==> config.mk <==
export PLATFORM = sky130hd
export DESIGN_NAME = letterbox_fit_with_bars_unit
export DESIGN_NICKNAME = d
export VERILOG_FILES = /design/src/sv/lfb_pkg.sv /design/src/sv/letterbox_fit_with_bars_unit.sv
export SDC_FILE = /design/constraint.sdc
export NUM_CORES = 2
export LEC_CHECK = 0
export BUFFER_PORTS_ARGS = -buffer_cell sky130_fd_sc_hd__buf_4
export CORE_AREA = 5 5 472 474
export DETAILED_ROUTE_END_ITERATION = 8
export DIE_AREA = 0 0 477 479
export GPL_TIMING_DRIVEN = 0
export HOLD_SLACK_MARGIN = 0.02
export PLACE_DENSITY = 0.58
export REMOVE_ABC_BUFFERS = 1
export SKIP_LAST_GASP = 1
export SLEW_MARGIN = 20
export SYNTH_ARGS = -nofsm -noshare
export SYNTH_HDL_FRONTEND = slang
export SYNTH_SLANG_ARGS = --single-unit
==> constraint.sdc <==
create_clock -name clk -period 52.9 [get_ports clk]
set_clock_uncertainty 0.15 [all_clocks]
set_input_delay 15.87 -clock clk [delete_from_list [all_inputs] [get_ports clk]]
set_output_delay 15.87 -clock clk [all_outputs]
set_load 0.01 [all_outputs]
==> src/sv/lfb_pkg.sv <==
// Shared types and constants for the letterbox fit unit.
package lfb_pkg;

	localparam int DIM_BITS = 16;
	localparam int POS_BITS = DIM_BITS + 1;
	localparam int PROD_BITS = 2 * DIM_BITS;
	localparam int DIV_STEP = 4;
	localparam int DIV_STAGES = (DIM_BITS + DIV_STEP - 1) / DIV_STEP;

	localparam logic KIND_PICTURE = 1'b0;
	localparam logic KIND_BAR = 1'b1;

	localparam int MASK_PIC = 0;
	localparam int MASK_TOP = 1;
	localparam int MASK_BOTTOM = 2;
	localparam int MASK_LEFT = 3;
	localparam int MASK_RIGHT = 4;
	localparam int MASK_BITS = 5;

	typedef struct packed {
		logic [DIM_BITS-1:0] mon_x;
		logic [DIM_BITS-1:0] mon_y;
		logic [DIM_BITS-1:0] mon_width;
		logic [DIM_BITS-1:0] mon_height;
		logic [DIM_BITS-1:0] src_width;
		logic [DIM_BITS-1:0] src_height;
	} in_item_t;

	typedef struct packed {
		logic                kind;
		logic [POS_BITS-1:0] rect_x;
		logic [POS_BITS-1:0] rect_y;
		logic [DIM_BITS-1:0] rect_width;
		logic [DIM_BITS-1:0] rect_height;
		logic                last;
	} out_item_t;

	typedef struct packed {
		logic [DIM_BITS-1:0] mx;
		logic [DIM_BITS-1:0] my;
		logic [DIM_BITS-1:0] mw;
		logic [DIM_BITS-1:0] mh;
		logic [DIM_BITS-1:0] sw;
		logic [DIM_BITS-1:0] sh;
		logic                scale;
		logic                wlim;
	} geo_t;

	typedef struct packed {
		geo_t                g;
		logic [DIM_BITS-1:0] d;
		logic [DIM_BITS-1:0] rem;
		logic [DIM_BITS-1:0] low;
		logic [DIM_BITS-1:0] quo;
	} div_t;

	typedef struct packed {
		logic [DIM_BITS-1:0] mx;
		logic [DIM_BITS-1:0] my;
		logic [DIM_BITS-1:0] mw;
		logic [DIM_BITS-1:0] mh;
		logic [DIM_BITS-1:0] w;
		logic [DIM_BITS-1:0] h;
	} size_t;

	typedef struct packed {
		logic [DIM_BITS-1:0]  mx;
		logic [DIM_BITS-1:0]  my;
		logic [DIM_BITS-1:0]  mw;
		logic [POS_BITS-1:0]  px;
		logic [POS_BITS-1:0]  py;
		logic [DIM_BITS-1:0]  w;
		logic [DIM_BITS-1:0]  h;
		logic [DIM_BITS-1:0]  tpad;
		logic [DIM_BITS-1:0]  bpad;
		logic [DIM_BITS-1:0]  lpad;
		logic [DIM_BITS-1:0]  rpad;
		logic [POS_BITS-1:0]  ybot;
		logic [POS_BITS-1:0]  xr;
		logic [MASK_BITS-1:0] mask;
	} emit_t;

endpackage

==> src/sv/letterbox_fit_with_bars_unit.sv <==
// Letterbox fit of a picture into a monitor rectangle, emitting picture and fill bars.
// The first rectangle passes through registered stages for multiply, select,
// 4 divider stages of 4 quotient bits, clamp, geometry, emit and output.
// Throughput: one rectangle per cycle while rect_stall is low; an item yields 1 to 5
// rectangles, all sent by the single emit stage, the picture first and then each bar.
// Reset clears all valid bits; the pipeline starts empty and needs no clearing pass.
module letterbox_fit_with_bars_unit (
	input  logic               clk,
	input  logic               arst_n,
	input  logic               item_valid,
	output logic               item_stall,
	input  lfb_pkg::in_item_t  item,
	output logic               rect_valid,
	input  logic               rect_stall,
	output lfb_pkg::out_item_t rect
);

	localparam int D = lfb_pkg::DIM_BITS;
	localparam int P = lfb_pkg::POS_BITS;
	localparam int W = lfb_pkg::PROD_BITS;
	localparam int NS = lfb_pkg::DIV_STAGES;

	function automatic logic [D-1:0] at_least_one(input logic [D-1:0] v);
		return (v == '0) ? {{(D-1){1'b0}}, 1'b1} : v;
	endfunction

	logic adv;

	// stage 1: sanitize, cross products
	lfb_pkg::geo_t g_in;
	logic          v_s1;
	lfb_pkg::geo_t g_s1;
	logic [W-1:0]  pw_s1;
	logic [W-1:0]  ph_s1;

	always_comb begin
		g_in.mx = item.mon_x;
		g_in.my = item.mon_y;
		g_in.mw = at_least_one(item.mon_width);
		g_in.mh = at_least_one(item.mon_height);
		g_in.sw = at_least_one(item.src_width);
		g_in.sh = at_least_one(item.src_height);
		g_in.scale = (g_in.sw > g_in.mw) || (g_in.sh > g_in.mh);
		g_in.wlim = 1'b0;
	end

	always_ff @(posedge clk) begin
		if (adv) begin
			g_s1 <= g_in;
			pw_s1 <= {{(W-D){1'b0}}, g_in.mw} * {{(W-D){1'b0}}, g_in.sh};
			ph_s1 <= {{(W-D){1'b0}}, g_in.mh} * {{(W-D){1'b0}}, g_in.sw};
		end
	end

	// stage 2: pick limiting side, rounded numerator
	logic          v_s2;
	lfb_pkg::geo_t g_s2;
	logic [W-1:0]  num_s2;
	logic [D-1:0]  d_s2;
	logic          wlim_c;
	logic [D-1:0]  d_c;
	lfb_pkg::geo_t g_c;

	always_comb begin
		wlim_c = pw_s1 <= ph_s1;
		d_c = wlim_c ? g_s1.sw : g_s1.sh;
		g_c = g_s1;
		g_c.wlim = wlim_c;
	end

	always_ff @(posedge clk) begin
		if (adv) begin
			g_s2 <= g_c;
			d_s2 <= d_c;
			num_s2 <= (wlim_c ? pw_s1 : ph_s1) + {{(W-D+1){1'b0}}, d_c[D-1:1]};
		end
	end

	// divider stages: restoring division, DIV_STEP quotient bits per stage
	lfb_pkg::div_t dv_sn [NS];
	lfb_pkg::div_t dv_nxt [NS];
	logic [NS-1:0] dv_v_sn;

	always_comb begin
		lfb_pkg::div_t cur;
		logic [D:0]    r2;
		logic [D:0]    diff;
		cur = '0;
		r2 = '0;
		diff = '0;
		for (int k = 0; k < NS; k++) begin
			if (k == 0) begin
				cur.g = g_s2;
				cur.d = d_s2;
				cur.rem = num_s2[W-1:D];
				cur.low = num_s2[D-1:0];
				cur.quo = '0;
			end else begin
				cur = dv_sn[k-1];
			end
			for (int i = 0; i < lfb_pkg::DIV_STEP; i++) begin
				if (k * lfb_pkg::DIV_STEP + i < D) begin
					r2 = {cur.rem, cur.low[D-1]};
					cur.low = {cur.low[D-2:0], 1'b0};
					diff = r2 - {1'b0, cur.d};
					if (r2 >= {1'b0, cur.d}) begin
						cur.rem = diff[D-1:0];
						cur.quo = {cur.quo[D-2:0], 1'b1};
					end else begin
						cur.rem = r2[D-1:0];
						cur.quo = {cur.quo[D-2:0], 1'b0};
					end
				end
			end
			dv_nxt[k] = cur;
		end
	end

	always_ff @(posedge clk) begin
		if (adv) begin
			for (int k = 0; k < NS; k++) begin
				dv_sn[k] <= dv_nxt[k];
			end
		end
	end

	// stage 7: clamp quotient, final size
	logic           v_s7;
	lfb_pkg::size_t sz_s7;
	lfb_pkg::size_t sz_c;
	lfb_pkg::geo_t  gq;
	logic [D-1:0]   q;
	logic [D-1:0]   mlim;
	logic [D-1:0]   qc;

	always_comb begin
		gq = dv_sn[NS-1].g;
		q = dv_sn[NS-1].quo;
		mlim = gq.wlim ? gq.mh : gq.mw;
		priority if (q == '0) begin
			qc = {{(D-1){1'b0}}, 1'b1};
		end else if (q > mlim) begin
			qc = mlim;
		end else begin
			qc = q;
		end
		sz_c.mx = gq.mx;
		sz_c.my = gq.my;
		sz_c.mw = gq.mw;
		sz_c.mh = gq.mh;
		sz_c.w = !gq.scale ? gq.sw : (gq.wlim ? gq.mw : qc);
		sz_c.h = !gq.scale ? gq.sh : (gq.wlim ? qc : gq.mh);
	end

	always_ff @(posedge clk) begin
		if (adv) begin
			sz_s7 <= sz_c;
		end
	end

	// stage 8: centering, bar geometry
	logic           v_s8;
	lfb_pkg::emit_t em_s8;
	lfb_pkg::emit_t em_c;
	logic [D-1:0]   hgap;
	logic [D-1:0]   wgap;

	always_comb begin
		hgap = sz_s7.mh - sz_s7.h;
		wgap = sz_s7.mw - sz_s7.w;
		em_c.mx = sz_s7.mx;
		em_c.my = sz_s7.my;
		em_c.mw = sz_s7.mw;
		em_c.w = sz_s7.w;
		em_c.h = sz_s7.h;
		em_c.tpad = {1'b0, hgap[D-1:1]};
		em_c.bpad = hgap - {1'b0, hgap[D-1:1]};
		em_c.lpad = {1'b0, wgap[D-1:1]};
		em_c.rpad = wgap - {1'b0, wgap[D-1:1]};
		em_c.px = {1'b0, sz_s7.mx} + {2'b00, wgap[D-1:1]};
		em_c.py = {1'b0, sz_s7.my} + {2'b00, hgap[D-1:1]};
		em_c.ybot = em_c.py + {1'b0, sz_s7.h};
		em_c.xr = em_c.px + {1'b0, sz_s7.w};
		em_c.mask[lfb_pkg::MASK_PIC] = 1'b1;
		em_c.mask[lfb_pkg::MASK_TOP] = hgap[D-1:1] != '0;
		em_c.mask[lfb_pkg::MASK_BOTTOM] = hgap != '0;
		em_c.mask[lfb_pkg::MASK_LEFT] = wgap[D-1:1] != '0;
		em_c.mask[lfb_pkg::MASK_RIGHT] = wgap != '0;
	end

	always_ff @(posedge clk) begin
		if (adv) begin
			em_s8 <= em_c;
		end
	end

	// emitter: one rectangle per cycle into the output register while it is free
	logic                              e_valid_q;
	lfb_pkg::emit_t                    em_q;
	logic [lfb_pkg::MASK_BITS-1:0]     mask_q;
	logic [lfb_pkg::MASK_BITS-1:0]     mask_rest;
	logic                              out_free;
	logic                              e_emit;
	logic                              e_done;
	lfb_pkg::out_item_t                out_nxt;
	logic                              out_valid_q;
	lfb_pkg::out_item_t                out_q;

	always_comb begin
		mask_rest = mask_q & (mask_q - 1'b1);
		out_free = !out_valid_q || !rect_stall;
		e_emit = e_valid_q && out_free;
		e_done = e_emit && (mask_rest == '0);
		adv = !e_valid_q || e_done;
		item_stall = !adv;
	end

	always_comb begin
		out_nxt.last = mask_rest == '0;
		priority if (mask_q[lfb_pkg::MASK_PIC]) begin
			out_nxt.kind = lfb_pkg::KIND_PICTURE;
			out_nxt.rect_x = em_q.px;
			out_nxt.rect_y = em_q.py;
			out_nxt.rect_width = em_q.w;
			out_nxt.rect_height = em_q.h;
		end else if (mask_q[lfb_pkg::MASK_TOP]) begin
			out_nxt.kind = lfb_pkg::KIND_BAR;
			out_nxt.rect_x = {1'b0, em_q.mx};
			out_nxt.rect_y = {1'b0, em_q.my};
			out_nxt.rect_width = em_q.mw;
			out_nxt.rect_height = em_q.tpad;
		end else if (mask_q[lfb_pkg::MASK_BOTTOM]) begin
			out_nxt.kind = lfb_pkg::KIND_BAR;
			out_nxt.rect_x = {1'b0, em_q.mx};
			out_nxt.rect_y = em_q.ybot;
			out_nxt.rect_width = em_q.mw;
			out_nxt.rect_height = em_q.bpad;
		end else if (mask_q[lfb_pkg::MASK_LEFT]) begin
			out_nxt.kind = lfb_pkg::KIND_BAR;
			out_nxt.rect_x = {1'b0, em_q.mx};
			out_nxt.rect_y = em_q.py;
			out_nxt.rect_width = em_q.lpad;
			out_nxt.rect_height = em_q.h;
		end else begin
			out_nxt.kind = lfb_pkg::KIND_BAR;
			out_nxt.rect_x = em_q.xr;
			out_nxt.rect_y = em_q.py;
			out_nxt.rect_width = em_q.rpad;
			out_nxt.rect_height = em_q.h;
		end
	end

	always_ff @(posedge clk or negedge arst_n) begin
		if (!arst_n) begin
			v_s1 <= 1'b0;
			v_s2 <= 1'b0;
			dv_v_sn <= '0;
			v_s7 <= 1'b0;
			v_s8 <= 1'b0;
			e_valid_q <= 1'b0;
			out_valid_q <= 1'b0;
		end else begin
			if (adv) begin
				v_s1 <= item_valid;
				v_s2 <= v_s1;
				dv_v_sn <= {dv_v_sn[NS-2:0], v_s2};
				v_s7 <= dv_v_sn[NS-1];
				v_s8 <= v_s7;
				e_valid_q <= v_s8;
			end
			if (out_free) begin
				out_valid_q <= e_valid_q;
			end
		end
	end

	always_ff @(posedge clk) begin
		if (adv) begin
			em_q <= em_s8;
			mask_q <= em_s8.mask;
		end else if (e_emit) begin
			mask_q <= mask_rest;
		end
		if (e_emit) begin
			out_q <= out_nxt;
		end
	end

	assign rect_valid = out_valid_q;
	assign rect = out_q;

	a_rect_nonempty: assert property (@(posedge clk) disable iff (!arst_n)
		rect_valid |-> (rect.rect_width != '0) && (rect.rect_height != '0))
		else $error("empty rectangle emitted");

	a_emit_pending: assert property (@(posedge clk) disable iff (!arst_n)
		e_valid_q |-> mask_q != '0)
		else $error("emitter holds an item with nothing to send");

	a_bar_follows: assert property (@(posedge clk) disable iff (!arst_n)
		(rect_valid && !rect_stall && !rect.last) |=>
			(rect_valid && rect.kind == lfb_pkg::KIND_BAR))
		else $error("non-final transfer not followed by a bar");

endmodule
==> impl_metrics.tcl <==
set metrics [dict create \
    core-area_um2 218400 \
    number_of_global_route_vias_before_repair 54054 \
    crit_arrival_ps 17350 \
    cts_setup_buffers 0 \
    preCtsSetupSlack_ps 19490 \
    critical_path.max_stage_delay_ps 330 \
    crit_path_cell_trace "buf_4 > nand2_1 > nand2_1 > nand2_4 > buf_16 > clkinv_1 > buf_4" \
    timing_worst_setup_path_type "input port to output pin" \
    critPathLaunchType "input port" \
    slew_violations 0 \
    cts.root.buffer_cell "sky130_fd_sc_hd__clkbuf_16" \
    x_dimension_of_the_die_um 477 \
    crit_path_max_fanout 49 \
    timing.final.hold_violations 0 \
    detailed_place_hpwl_um 144400 \
    final_area_um2 96830 \
    min_period_over_period_pct 63.08 \
    final_global_route_overflow_total 0 \
    htree_levels 4 \
    cts_max_path_buffers 3 \
    grt_pass1_wl_um 306200 \
    start_util_pct 39.67 \
    post_drt_wl_per_cell_um 18.88 \
    numPortBuffers 169 \
    layout.nets 8485 \
    synth_seq_cells 1462 \
    synthesis.instances 7144 \
    worst_skew_pair.late_latency_ps 790 \
    dr.pass1.iters 6 \
    cpMaxStageDelayCell "sky130_fd_sc_hd__nand2_4" \
    grt_antenna_before_repair 9 \
    global_route.usage.total_pct 16.86 \
    postLayoutSetupSlackWorst_ps 19530 \
    unrepaired_setup_endpoints_after_global_routing "no" \
    vias 53072 \
    capturing_element_type_of_the_critical_path "output pin" \
    final_layout_size_suffix_gt1_share_pct 8.912 \
    synth-seq-area-share_pct 50.61 \
    grt_max_degree 63 \
    chipHeight_um 479 \
    buffers_and_inverters_on_the_worst_path 4 \
    hold_path.class "flip-flop to flip-flop" \
    tritoncts "built" \
    floorplan.io_pins 170 \
    finalWeightedCongestion 0.8474 \
    mostFrequentLayoutCell "sky130_fd_sc_hd__edfxtp_1" \
    worst_ep_required_time_ps 36880 \
    leading_cell_types_in_the_layout_fill_and_taps_excluded "sky130_fd_sc_hd__edfxtp_1 (1,452), sky130_fd_sc_hd__inv_1 (778), sky130_fd_sc_hd__ha_1 (711)" \
    yosys_most_used_dff "sky130_fd_sc_hd__edfxtp_1" \
    crit_family "buffers and inverters" \
    synth_area_um2 86640 \
    timing.final.setup_violations 0 \
    result_of_the_run "finished, final reports clean" \
    ctsResizeCount 0 \
    clkSlewWorstSetupHoldPaths_ps 60 \
    achievable-frequency_mhz 29.97 \
    flow.area_growth_from_synthesis_pct 11.75 \
    detail_route.wirelength_um 193700 \
    yosysTopAreaCellShare_pct 50.32 \
    placedInstanceArea_um2 91740 \
    max_slew_margin_pct 30.53 \
    floorplan.rows 172 \
    synthArstFlopShare_pct 0.6840 \
    final_core_utilization_pct 44.33 \
    die_area_um2 228500 \
    ys_warn_count 0 \
    transition_at_the_pin_with_the_smallest_max_transition_slack_ps 1042 \
    post_drt_via_cell_ratio 5.174 \
    detail-route-antenna-nets 0 \
    synth-edff-count 1452 \
    timing.max_cap.violations 0 \
    cts_buf_count 155 \
    avgSynthCellArea_um2 12.13 \
    min_hold_slack_ps 216.2 \
    route.detailed.drc 0 \
    initialDrtViolationCount 3476 \
    cts.hold.buffers_added 0 \
    post-synth-top-area-cell "sky130_fd_sc_hd__edfxtp_1" \
    min_period_ps 33370 \
    synth_area_leaders "sky130_fd_sc_hd__edfxtp_1 (50%), sky130_fd_sc_hd__ha_1 (10%), sky130_fd_sc_hd__fa_1 (9.5%)" \
    yosys.cell_types.count 86 \
    clock-sinks 1462 \
]
==> cells by family (layout without fill, tap and decap cells) <==
family	count (synthesis)	count (layout)	synth area share, %
and+or+nand+nor	1690	1690	9.221
DFF	1462	1462	50.61
other	0	3	0
buffers and inverters	1049	1288	4.588
muxes	253	253	3.151
AOI/OAI and AO/OA	1182	1182	8.748
adders and majority gates	1124	1124	19.80
xor gates and xnor gates	384	384	3.882
==> final cells by class <==
class / count / area [um2]
diodes: 3 / 7.507
clock buffers: 182 / 4044
clock inverters: 96 / 1035
fillers: 19877 / 121600
inverters: 785 / 2947
multi-input cells: 4633 / 38910
flip-flops and latches: 1462 / 43850
well taps: 2871 / 3592
repair buffers: 225 / 2440
==> metrics by stage <==
stage | TNS (ps) | instances
after floorplan | -46490 | 6880
after global placement | - | 9920
after detailed placement | 0 | 9976
after CTS | 0 | 10254
after global routing | 0 | 10255
final | 0 | 10257
==> metal layers <==
metal	up-vias	GRT usage (%)	part of all wire (%)
li1	25446	-	-
met1	26209	23.03	46
met4	0	4.555	2.4
met2	1144	28.09	47
met5	-	0	0
met3	273	2.618	4.6
==> final timing paths <==
kind                              start            to  slack (ps)  depth (start not counted)
setup / recovery             rect_stall    item_stall       19530                          7
hold / removal               em_s8[100]     em_q[100]         220                          0
setup reg to reg           dv_sn[0][45]  dv_sn[1][41]       39380                         45
hold reg to reg              em_s8[100]     em_q[100]         220                          0
max in group asynchronous        arst_n    dv_v_sn[0]       37690                          1
min in group asynchronous        arst_n          v_s7       14770                          1
==> state kept, by name, indices dropped and copies added (netlist names) <==
register    cells
dv_sn         552
em_s8         214
em_q          210
dv_nxt         98
g_c            97
em_c           80
rect           68
num_s2         32
ph_s1          32
pw_s1          32
d_s2           16
sz_s7          16
mask_q          5
dv_v_sn         4
e_valid_q       1
rect_valid      1
v_s1            1
v_s2            1
v_s7            1
v_s8            1
==> cell usage after synthesis (all sizes together) (9+ instances only) <==
cell type	count
o221ai	19
edfxtp	1452
fa	412
a311oi	10
nor3	104
a21o	140
or3	18
xnor2	277
o21ai	263
and3	35
nand4	69
a21oi	363
inv	781
clkbuf	236
o41ai	17
nor2b	123
a31o	13
o211ai	25
nand2b	36
a21boi	20
ha	711
or2	18
a22oi	31
nor2	312
nand3	93
buf	28
a41o	9
and2	162
o21a	73
o31a	12
mux2	158
a211oi	26
mux2i	95
a211o	10
xor2	107
nand2	648
a31oi	27
nor4	39
o21bai	47
dfrtp	10
o31ai	21
Power is not shown: default switching activity piles up to over one toggle a cycle in this logic, so the estimate is an artifact.
